<file path="config.mk">
export PLATFORM = sky130hd
export DESIGN_NAME = rscc_parser
export DESIGN_NICKNAME = d
export VERILOG_FILES = /design/src/hdl/rscc_pkg.sv /design/src/hdl/rscc_parser.sv
export SDC_FILE = /design/constraint.sdc
export NUM_CORES = 2
export LEC_CHECK = 0
export BUFFER_PORTS_ARGS = -buffer_cell sky130_fd_sc_hd__buf_2
export CORE_ASPECT_RATIO = 0.8
export CORE_MARGIN = 10
export CORE_UTILIZATION = 45
export DETAILED_ROUTE_END_ITERATION = 8
export HOLD_SLACK_MARGIN = 0.05
export PLACE_DENSITY = 0.69
export SLEW_MARGIN = 20
export SYNTH_ARGS = -nofsm -noshare
export SYNTH_HDL_FRONTEND = slang
export SYNTH_SLANG_ARGS = --single-unit
export TNS_END_PERCENT = 30
</file>
<file path="constraint.sdc">
create_clock -name clk_i -period 33.7 [get_ports clk_i]
set_input_delay 1.685 -clock clk_i [delete_from_list [all_inputs] [get_ports clk_i]]
set_output_delay 1.685 -clock clk_i [all_outputs]
set_load 0.005 [all_outputs]
</file>
<file path="src/hdl/rscc_pkg.sv">
// Shared types, constants and helper functions for the RIFF/sfbk structure checker.
// Used by every module of the checker and by its configuration interface.
package rscc_pkg;

  localparam int unsigned MaxListDepthDef = 8;
  localparam int unsigned RecordBytes     = 46;
  localparam int unsigned TypeOffset      = RecordBytes - 2;
  localparam int unsigned PosW            = 33;
  localparam int unsigned CountW          = 17;
  localparam int unsigned MaxChunkW       = 16;
  localparam int unsigned MaxRecW         = 17;
  localparam int unsigned LimitW          = 23;
  localparam int unsigned CfgIdxW         = 4;
  localparam int unsigned CfgDataW        = 17;

  localparam logic [PosW-1:0]   PosMax   = '1;
  localparam logic [CountW-1:0] CountMax = '1;

  localparam logic [MaxChunkW-1:0] MaxChunkRst = 16'd16384;
  // 65536 records of 46 bytes each
  localparam logic [LimitW-1:0]    ShdrLimitRst = 23'd3014656;

  localparam logic [31:0] TagRiff = 32'h4646_4952;
  localparam logic [31:0] TagSfbk = 32'h6B62_6673;
  localparam logic [31:0] TagList = 32'h5453_494C;
  localparam logic [31:0] TagInfo = 32'h4F46_4E49;
  localparam logic [31:0] TagSdta = 32'h6174_6473;
  localparam logic [31:0] TagPdta = 32'h6174_6470;
  localparam logic [31:0] TagIfil = 32'h6C69_6669;
  localparam logic [31:0] TagShdr = 32'h7264_6873;

  typedef enum logic [CfgIdxW-1:0] {
    CFG_MAX_CHUNK_COUNT    = 4'd0,
    CFG_MAX_SAMPLE_RECORDS = 4'd1
  } cfg_idx_e;

  typedef enum logic [1:0] {
    KIND_OTHER = 2'd0,
    KIND_INFO  = 2'd1,
    KIND_PDTA  = 2'd2
  } kind_e;

  typedef enum logic [2:0] {
    ST_OK         = 3'd0,
    ST_HDR_SHORT  = 3'd1,
    ST_BAD_TAG    = 3'd2,
    ST_BAD_SIZE   = 3'd3,
    ST_BAD_STRUCT = 3'd4
  } status_e;

  typedef enum logic [9:0] {
    PH_HDR     = 10'b00_0000_0001,
    PH_BETWEEN = 10'b00_0000_0010,
    PH_CHDR    = 10'b00_0000_0100,
    PH_LTYPE   = 10'b00_0000_1000,
    PH_IFIL    = 10'b00_0001_0000,
    PH_SHDR    = 10'b00_0010_0000,
    PH_SKIP    = 10'b00_0100_0000,
    PH_PAD     = 10'b00_1000_0000,
    PH_DONE    = 10'b01_0000_0000,
    PH_FAIL    = 10'b10_0000_0000
  } phase_e;

  typedef struct packed {
    logic [MaxChunkW-1:0] max_chunk;
    logic [LimitW-1:0]    shdr_limit;
  } cfg_t;

  typedef struct packed {
    status_e     status;
    logic        is_sf3;
    logic [15:0] major_version;
    logic [15:0] minor_version;
    logic        compressed;
  } result_t;

  // Remainder modulo 46 for values below 2^14: reciprocal multiply, then correct
  function automatic logic [5:0] red46(input logic [13:0] x);
    logic [28:0] prod;
    logic [8:0]  quo;
    logic [13:0] q46;
    logic [13:0] rem;
    prod = 29'(x) * 29'd22796;
    quo  = prod[28:20];
    q46  = (14'(quo) << 5) + (14'(quo) << 3) + (14'(quo) << 2) + (14'(quo) << 1);
    rem  = x - q46;
    return rem[5:0];
  endfunction

  // Byte weight of size byte i modulo 46: 1, 26, 32, 4
  function automatic logic [12:0] size_term(input logic [1:0] i, input logic [7:0] b);
    logic [12:0] w;
    w = 13'(b);
    case (i)
      2'd0:    return w;
      2'd1:    return (w << 4) + (w << 3) + (w << 1);
      2'd2:    return w << 5;
      default: return w << 2;
    endcase
  endfunction

endpackage

</file>
<file path="src/hdl/rscc_parser.sv">
// Per-byte chunk walker: parse state, list stack and the combinational next-state
// logic that yields a result on the last byte. Depends on rscc_pkg.
module rscc_parser #(
  parameter int unsigned MaxListDepth = rscc_pkg::MaxListDepthDef
) (
  input  logic              clk_i,
  input  logic              rst_ni,
  input  logic              item_go_i,
  input  logic [7:0]        data_byte_i,
  input  logic              last_byte_i,
  input  rscc_pkg::cfg_t    cfg_i,
  output rscc_pkg::result_t result_o
);
  import rscc_pkg::*;

  localparam int unsigned NumLvl = MaxListDepth + 1;
  localparam int unsigned LvlW   = $clog2(NumLvl);
  localparam logic [LvlW-1:0] LvlTop = LvlW'(MaxListDepth);

  logic [PosW-1:0]   pos_q, pos_d, decl_q, decl_d, cde_q, cde_d;
  logic [LvlW-1:0]   lvl_q, lvl_d;
  phase_e            phase_q, phase_d;
  logic [31:0]       word_q, word_d, tag_q, tag_d;
  logic              odd_q, odd_d, comp_q, comp_d;
  logic [CountW-1:0] seen_q, seen_d, seen_inc;
  logic [5:0]        rec_q, rec_d, rb, mod_q, mod_d, mod_new;
  logic [4:0]        sec_q, sec_d;
  logic [15:0]       major_q, major_d, minor_q, minor_d;
  status_e           err_q, err_d;

  logic [PosW-1:0]   end_q  [NumLvl];
  kind_e             kind_q [NumLvl];
  logic              pad_q  [NumLvl];

  logic [PosW-1:0]   q, e_top;
  logic [PosW:0]     q8, sum_end;
  kind_e             kind_top;
  logic [13:0]       mod_x;

  logic              push_en, push_pad, settle_en;
  logic [LvlW-1:0]   push_idx;
  logic [PosW-1:0]   push_end;
  kind_e             push_kind;
  logic [NumLvl-1:0] ge, near, pad_v;
  logic [PosW-1:0]   end_v [NumLvl];
  status_e           status;

  // Saturating position and helpers
  assign q        = (pos_q == PosMax) ? pos_q : pos_q + PosW'(1);
  assign q8       = {1'b0, q} + (PosW+1)'(8);
  assign word_d   = {data_byte_i, word_q[31:8]};
  assign rb       = rec_q + 6'd1;
  assign e_top    = end_q[lvl_q];
  assign kind_top = kind_q[lvl_q];
  assign sum_end  = {1'b0, q} + (PosW+1)'(word_d);
  assign seen_inc = (seen_q == CountMax) ? seen_q : seen_q + CountW'(1);

  // Running size remainder modulo 46, one size byte per cycle while item_go_i is high
  assign mod_x   = (rb == 6'd5) ? 14'(data_byte_i)
                                : 14'(mod_q) + 14'(size_term(2'(rb - 6'd5), data_byte_i));
  assign mod_new = red46(mod_x);

  always_comb begin
    logic active;
    pos_d     = q;
    decl_d    = decl_q;
    cde_d     = cde_q;
    lvl_d     = lvl_q;
    phase_d   = phase_q;
    tag_d     = tag_q;
    odd_d     = odd_q;
    comp_d    = comp_q;
    seen_d    = seen_q;
    rec_d     = rec_q;
    mod_d     = mod_q;
    sec_d     = sec_q;
    major_d   = major_q;
    minor_d   = minor_q;
    err_d     = err_q;
    push_en   = 1'b0;
    push_idx  = lvl_q;
    push_end  = cde_q;
    push_pad  = odd_q;
    push_kind = KIND_OTHER;
    settle_en = 1'b0;
    active    = 1'b0;

    // Per-phase byte action
    unique case (phase_q)
      PH_HDR: begin
        if (pos_q == PosW'(3)) tag_d = word_d;
        if (pos_q == PosW'(7)) decl_d = PosW'(word_d) + PosW'(8);
        if (pos_q == PosW'(11)) begin
          if (tag_q != TagRiff || word_d != TagSfbk) begin
            err_d   = ST_BAD_TAG;
            phase_d = PH_FAIL;
          end else if (decl_q < PosW'(12)) begin
            err_d   = ST_BAD_SIZE;
            phase_d = PH_FAIL;
          end else begin
            push_en   = 1'b1;
            push_idx  = '0;
            push_end  = decl_q;
            push_pad  = 1'b0;
            lvl_d     = '0;
            phase_d   = PH_BETWEEN;
            settle_en = 1'b1;
          end
        end
      end
      PH_CHDR: begin
        rec_d = rb;
        if (rb == 6'd4) tag_d = word_d;
        if (rb >= 6'd5) mod_d = mod_new;
        if (rb >= 6'd8) begin
          if (sum_end > {1'b0, e_top}) begin
            err_d = ST_BAD_STRUCT; phase_d = PH_FAIL;
          end else begin
            cde_d = sum_end[PosW-1:0];
            odd_d = word_d[0];
            rec_d = '0;
            if (word_d[0] && sum_end[PosW-1:0] >= e_top) begin
              err_d = ST_BAD_STRUCT; phase_d = PH_FAIL;
            end else if (tag_q == TagList) begin
              if (word_d < 32'd4) begin
                err_d = ST_BAD_STRUCT; phase_d = PH_FAIL;
              end else begin
                phase_d = PH_LTYPE;
              end
            end else if (tag_q == TagIfil && kind_top == KIND_INFO) begin
              if (word_d < 32'd4) begin
                err_d = ST_BAD_STRUCT; phase_d = PH_FAIL;
              end else begin
                phase_d = PH_IFIL;
              end
            end else if (tag_q == TagShdr && kind_top == KIND_PDTA) begin
              if (word_d < 32'(RecordBytes) || mod_new != 6'd0) begin
                err_d = ST_BAD_STRUCT; phase_d = PH_FAIL;
              end else begin
                sec_d = sec_q | 5'b10000;
                if (word_d > 32'(cfg_i.shdr_limit)) begin
                  err_d = ST_BAD_STRUCT; phase_d = PH_FAIL;
                end else begin
                  phase_d   = PH_SHDR;
                  settle_en = 1'b1;
                end
              end
            end else begin
              phase_d   = PH_SKIP;
              settle_en = 1'b1;
            end
          end
        end
      end
      PH_LTYPE: begin
        rec_d = rb;
        if (rb >= 6'd4) begin
          if (word_d == TagInfo) begin
            sec_d = sec_d | 5'b00001; push_kind = KIND_INFO;
          end
          if (word_d == TagSdta) sec_d = sec_d | 5'b00010;
          if (word_d == TagPdta) begin
            sec_d = sec_d | 5'b00100; push_kind = KIND_PDTA;
          end
          if (lvl_q == LvlTop) begin
            err_d = ST_BAD_STRUCT; phase_d = PH_FAIL;
          end else begin
            push_en   = 1'b1;
            push_idx  = lvl_q + LvlW'(1);
            lvl_d     = lvl_q + LvlW'(1);
            phase_d   = PH_BETWEEN;
            settle_en = 1'b1;
          end
        end
      end
      PH_IFIL: begin
        rec_d = rb;
        if (rb >= 6'd4) begin
          if (word_d[15:0] > major_q) major_d = word_d[15:0];
          minor_d   = word_d[31:16];
          sec_d     = sec_q | 5'b01000;
          phase_d   = PH_SKIP;
          settle_en = 1'b1;
        end
      end
      PH_SHDR: begin
        // Sample type of any record but the terminal one
        if (rec_q == 6'(TypeOffset) && ({1'b0, q} + (PosW+1)'(1)) < {1'b0, cde_q} &&
            data_byte_i[4]) begin
          comp_d = 1'b1;
        end
        rec_d     = (rb >= 6'(RecordBytes)) ? 6'd0 : rb;
        settle_en = 1'b1;
      end
      PH_SKIP: settle_en = 1'b1;
      PH_PAD: begin
        phase_d   = PH_BETWEEN;
        settle_en = 1'b1;
      end
      default: ;
    endcase

    // Stack view with this cycle's push folded in, compared in parallel
    for (int k = 0; k < NumLvl; k++) begin
      end_v[k] = (push_en && push_idx == LvlW'(k)) ? push_end : end_q[k];
      pad_v[k] = (push_en && push_idx == LvlW'(k)) ? push_pad : pad_q[k];
      ge[k]    = q >= end_v[k];
      near[k]  = q8 > {1'b0, end_v[k]};
    end

    // Close finished chunks and lists, then pad, finish, or open the next chunk header
    if (settle_en) begin
      if ((phase_d == PH_SKIP || phase_d == PH_SHDR) && q >= cde_d) begin
        phase_d = odd_d ? PH_PAD : PH_BETWEEN;
      end
      if (phase_d == PH_BETWEEN) begin
        active = 1'b1;
        for (int k = NumLvl - 1; k >= 0; k--) begin
          if (active && LvlW'(k) <= lvl_d) begin
            if (ge[k]) begin
              if (k == 0) begin
                phase_d = PH_DONE;
                active  = 1'b0;
              end else begin
                lvl_d = LvlW'(k - 1);
                if (pad_v[k]) begin
                  phase_d = PH_PAD;
                  active  = 1'b0;
                end
              end
            end else begin
              lvl_d  = LvlW'(k);
              seen_d = seen_inc;
              active = 1'b0;
              if (seen_inc > CountW'(cfg_i.max_chunk) || near[k]) begin
                err_d = ST_BAD_STRUCT; phase_d = PH_FAIL;
              end else begin
                phase_d = PH_CHDR;
                rec_d   = '0;
              end
            end
          end
        end
      end
    end
  end

  // Status on the final byte, by precedence
  always_comb begin
    if (q < PosW'(12)) status = ST_HDR_SHORT;
    else if (err_d == ST_BAD_TAG) status = ST_BAD_TAG;
    else if (err_d == ST_BAD_SIZE || decl_d > q) status = ST_BAD_SIZE;
    else if (err_d == ST_BAD_STRUCT || phase_d != PH_DONE || sec_d != 5'b11111)
      status = ST_BAD_STRUCT;
    else status = ST_OK;
  end

  assign result_o.status        = status;
  assign result_o.is_sf3        = (status == ST_OK) && (comp_d || major_d >= 16'd3);
  assign result_o.major_version = (status == ST_OK) ? major_d : 16'd0;
  assign result_o.minor_version = (status == ST_OK) ? minor_d : 16'd0;
  assign result_o.compressed    = (status == ST_OK) && comp_d;

  // Advance state; restart parsing after the final byte
  always_ff @(posedge clk_i or negedge rst_ni) begin
    if (!rst_ni) begin
      pos_q <= '0; decl_q <= '0; cde_q <= '0; lvl_q <= '0; phase_q <= PH_HDR;
      word_q <= '0; tag_q <= '0; odd_q <= 1'b0; comp_q <= 1'b0; seen_q <= '0;
      rec_q <= '0; mod_q <= '0; sec_q <= '0; major_q <= '0; minor_q <= '0;
      err_q <= ST_OK;
    end else if (item_go_i) begin
      if (last_byte_i) begin
        pos_q <= '0; decl_q <= '0; cde_q <= '0; lvl_q <= '0; phase_q <= PH_HDR;
        word_q <= '0; tag_q <= '0; odd_q <= 1'b0; comp_q <= 1'b0; seen_q <= '0;
        rec_q <= '0; mod_q <= '0; sec_q <= '0; major_q <= '0; minor_q <= '0;
        err_q <= ST_OK;
      end else begin
        pos_q <= pos_d; decl_q <= decl_d; cde_q <= cde_d; lvl_q <= lvl_d;
        phase_q <= phase_d; word_q <= word_d; tag_q <= tag_d; odd_q <= odd_d;
        comp_q <= comp_d; seen_q <= seen_d; rec_q <= rec_d; mod_q <= mod_d;
        sec_q <= sec_d; major_q <= major_d; minor_q <= minor_d; err_q <= err_d;
      end
    end
  end

  // Push a list level
  always_ff @(posedge clk_i) begin
    if (item_go_i && push_en) begin
      end_q[push_idx]  <= push_end;
      kind_q[push_idx] <= push_kind;
      pad_q[push_idx]  <= push_pad;
    end
  end

`ifndef SYNTHESIS
  a_lvl_range: assert property (@(posedge clk_i) disable iff (!rst_ni)
    lvl_q <= LvlTop) else $error("list level beyond depth");
  a_err_fail: assert property (@(posedge clk_i) disable iff (!rst_ni)
    (err_q != ST_OK) |-> (phase_q == PH_FAIL)) else $error("error without fail phase");
  a_restart: assert property (@(posedge clk_i) disable iff (!rst_ni)
    (item_go_i && last_byte_i) |=> (phase_q == PH_HDR && pos_q == '0))
    else $error("no restart after final byte");
  a_rec_range: assert property (@(posedge clk_i) disable iff (!rst_ni)
    rec_q < 6'(RecordBytes)) else $error("record byte out of range");
  a_done_pos: assert property (@(posedge clk_i) disable iff (!rst_ni)
    (phase_q == PH_DONE) |-> (pos_q >= decl_q)) else $error("done before declared end");
`endif

endmodule

</file>
==> impl_metrics.py <==
metrics = {
    "outcome": {
        "outcome": "completed",
    },
    "global_routing": {
        "grt_pass1_wl_mm": 355,
        "grt_antenna_before_repair": 7,
        "grt_util_met1_pct": 44.6,
        "grt_pass1_vias": 50700,
        "use_met2_pct": 43.1,
        "gr-max-usage-layer": "met1",
        "grt_overflow_total": 0,
        "grt_max_degree": 104,
        "grt_use_total_pct": 30.6,
        "met3_usage_pct": 9.43,
    },
    "detailed_routing": {
        "postRouteAntennaNets": 0,
        "drc": 0,
        "via_per_inst": 6.54,
        "dr.pass1.iters": 6,
        "vias": 54000,
        "drt-initial-drc-count": 7555,
        "wl_per_cell_um": 29.8,
        "wl_mm": 246,
    },
    "sta": {
        "finClkSkew_ps": 47.4,
        "setup_viol": 0,
        "slew_violations": 0,
        "fmax_mhz": 57.4,
        "fin_crit_sh_pct": 51.7,
        "relSlewSlack_pct": 6.48,
        "hold_violations": 0,
        "period_minus_slack_ps": 17410,
        "tightestPinTransition_ps": 1370,
        "rsz0062_at_grt": "false",
        "fin_tns_setup_ps": 0,
    },
    "clocking": {
        "clockBufferDepth": 3,
        "cts.repair.resized": 0,
        "insertion_delay_ps": 750,
        "numCtsBuffers": 86,
        "clock-sinks": 794,
        "postCtsHoldBufs": 0,
        "clk_pin_slew_ps": 60,
        "cts_tree": "yes",
        "htree_levels": 3,
        "root_buffer": "clkbuf_16",
        "cts_setup_buffers": 0,
    },
    "worst_setup_path": {
        "crit_top_cell": "o21a_1",
        "crit_path_max_incr_delay_ps": 850,
        "critPathLaunch": "pos_q[27]",
        "crit_arrival_ps": 15720,
        "cpLargestDelayFamily": "compound AO/OA/AOI/OAI gates",
        "ff2ff_path_depth": 45,
        "cp.required_ps": 32010,
        "cpMaxStageDelayCell": "or4b_4",
        "startpoint_type": "flop",
        "r2r-end": "seen_q[4]",
        "cp-end-kind": "primary output",
        "path_depth": 46,
        "cp_num_buf_inv": 2,
        "regToRegSetupSlack_ps": 19260,
        "crit_fanout": 34,
        "cp-endpoint": "result_o[33]",
        "crit_type": "reg2out",
        "r2r-start": "pos_q[27]",
    },
    "floorplan": {
        "rows": 122,
        "ios": 88,
        "die_height_um": 354,
        "initial_utilization_pct": 45.4,
        "die-area_sq_mm": 0.155,
        "core-area_sq_mm": 0.139,
        "die_width_um": 438,
    },
    "layout": {
        "fin_cells": 8258,
        "drive_above_1_share_pct": 11.7,
        "syn2layout_area_growth_pct": 10.2,
        "layout.nets": 7335,
    },
    "place": {
        "dp_cells": 8097,
        "io_buffers": 87,
        "detailed_place_hpwl_mm": 186,
        "gp_congestion": 1.03,
    },
    "synthesis": {
        "yosysWarningCount": 0,
        "ys.flop_type": "edfxtp_1",
        "synth_area_leaders": "edfxtp_1 26%, ha_1 18%, dfrtp_1 9.5%, mux4_2 6.1%, a21oi_1 3.7%",
        "synth_cell_types": 109,
        "yosysTopAreaCell": "edfxtp_1",
        "netlist_area_sq_mm": 0.0629,
        "async_flop_share_pct": 30.2,
        "syn_avg_cell_area_sq_um": 10.1,
        "synth-edff-count": 554,
        "synth-seq-area-share_pct": 36.0,
        "synth_nets": 7224,
        "synth_cells": 6214,
        "synth_seq_cells": 794,
        "synth_top_cell_area_share_pct": 26.4,
    },
    "power": {
        "power_w": 0.00242,
        "swShare_pct": 27.9,
        "power.leakage_nw": 29.7,
        "powerDensity_mw_per_mm2": 34.9,
        "intPower_w": 0.00174,
        "combinationalPowerShare_pct": 15.7,
        "switching_power_w": 0.000676,
        "vdd_drop_max_uv": 54.2,
        "p_seq_share_pct": 43.7,
        "pwr-share-clk_pct": 40.6,
    },
    "worst_hold_path": {
        "min_path_type": "reg2reg",
    },
    "job": {
        "max_cap_violations": 0,
    },
}
-- synth_stat cells, drive strengths merged, types with 21 or more instances --
| master | instances |
|---|---|
| and2 | 23 |
| edfxtp | 554 |
| o31ai | 46 |
| mux4 | 169 |
| nand4 | 186 |
| inv | 370 |
| a21o | 191 |
| buf | 66 |
| xnor2 | 149 |
| and3 | 54 |
| fa | 42 |
| ha | 917 |
| o2bb2ai | 40 |
| a21oi | 481 |
| o21a | 55 |
| o21ai | 428 |
| a21boi | 26 |
| nor2b | 68 |
| nor3 | 96 |
| a31oi | 32 |
| nor4 | 66 |
| a22o | 89 |
| mux2i | 32 |
| xor2 | 41 |
| nor2 | 435 |
| o211ai | 33 |
| a211oi | 60 |
| dfrtp | 239 |
| or3 | 36 |
| o22ai | 39 |
| nand3 | 128 |
| nand2b | 55 |
| a2111oi | 21 |
| clkbuf | 193 |
| nand2 | 492 |
-- routing by layer --
layer | vias to the layer above | part of all wire, %
li1 | 23800 | -
met2 | 3331 | 40
met1 | 26400 | 43
met5 | - | 0.012
met3 | 435 | 13
met4 | 4 | 3.6
-- kinds of logic after synthesis --
family	synth area share (%)
DFF	36.0
muxes	6.69
buffers and inverters	3.91
AOI/OAI and AO/OA	16.9
xor gates and xnor gates	2.75
and+or+nand+nor	14.2
adders and majority gates	19.6
-- state kept, by name, summed over array words and instances (netlist names), 17 cells and up --
name	count
tag_q	32
pos_q	33
word_q	24
end_q	528
kind_q	18
decl_q	33
cde_q	33
seen_q	17
-- placed cells by master, fill, tap and decap left out, types with 55 or more instances in the layout --
cell type    n
nor2b_1     68
ha_1       917
buf_2       85
buf_4      195
a22o_1      89
a211oi_1    59
a21o_1     191
a21oi_1    466
nand4_1    185
nor2_1     403
dfrtp_1    236
nand2b_1    55
xnor2_1    132
inv_1      367
nand2_1    490
nor3_1      85
clkbuf_16   87
edfxtp_1   554
mux4_2     169
o21ai_0    422
nor4_1      58
nand3_1    126
-- power groups by stage --
stage	Combinational, W	Sequential (W)	Clock, W
CTS	0.000374	0.00106	0.000989
global placement	0.000366	0.00108	0
detailed placement	0.000370	0.00108	0
global route	0.000422	0.00106	0.00103
floorplan	0.000266	0.00107	0
finish	0.000380	0.00106	0.000982
-- how the worst min path moves through the flow --
stage	startpoint	endpoint	slack, ps	cells past startpoint
detailed placement	minor_q[13]	minor_q[13]	470	1
finish	minor_q[13]	minor_q[13]	490	1
global route	minor_q[8]	minor_q[8]	500	1
floorplan	seen_q[12]	seen_q[12]	450	2
global placement	minor_q[0]	minor_q[0]	470	1
CTS	minor_q[8]	minor_q[8]	490	1
-- cell type report --
class	instances	area, sq um
fill	12600	69300
multi-input combinational	4790	38200
sequential	794	22700
tap	1860	2330
clock buffer	102	2260
timing repair buffer	282	1920
inverter	371	1400
clock inverter	55	588
antenna	4	10.0
-- stage by stage --
| step | cell area [sq um] | util (%) | hold WS (ps) | worst slack, ps |
|---|---|---|---|---|
| 2_1_floorplan | 62900 | - | 453 | 19650 |
| 3_3_place_gp | 66500 | 47.9 | 471 | 17970 |
| 3_5_place_dp | 66500 | 47.9 | 474 | 17620 |
| 4_1_cts | 69300 | 50.0 | 491 | 16720 |
| 5_1_grt | 69300 | 50.0 | 501 | 15350 |
| 6_report | 69300 | 50.0 | 489 | 16290 |
Note: power is estimated with default switching activity, not from simulation.
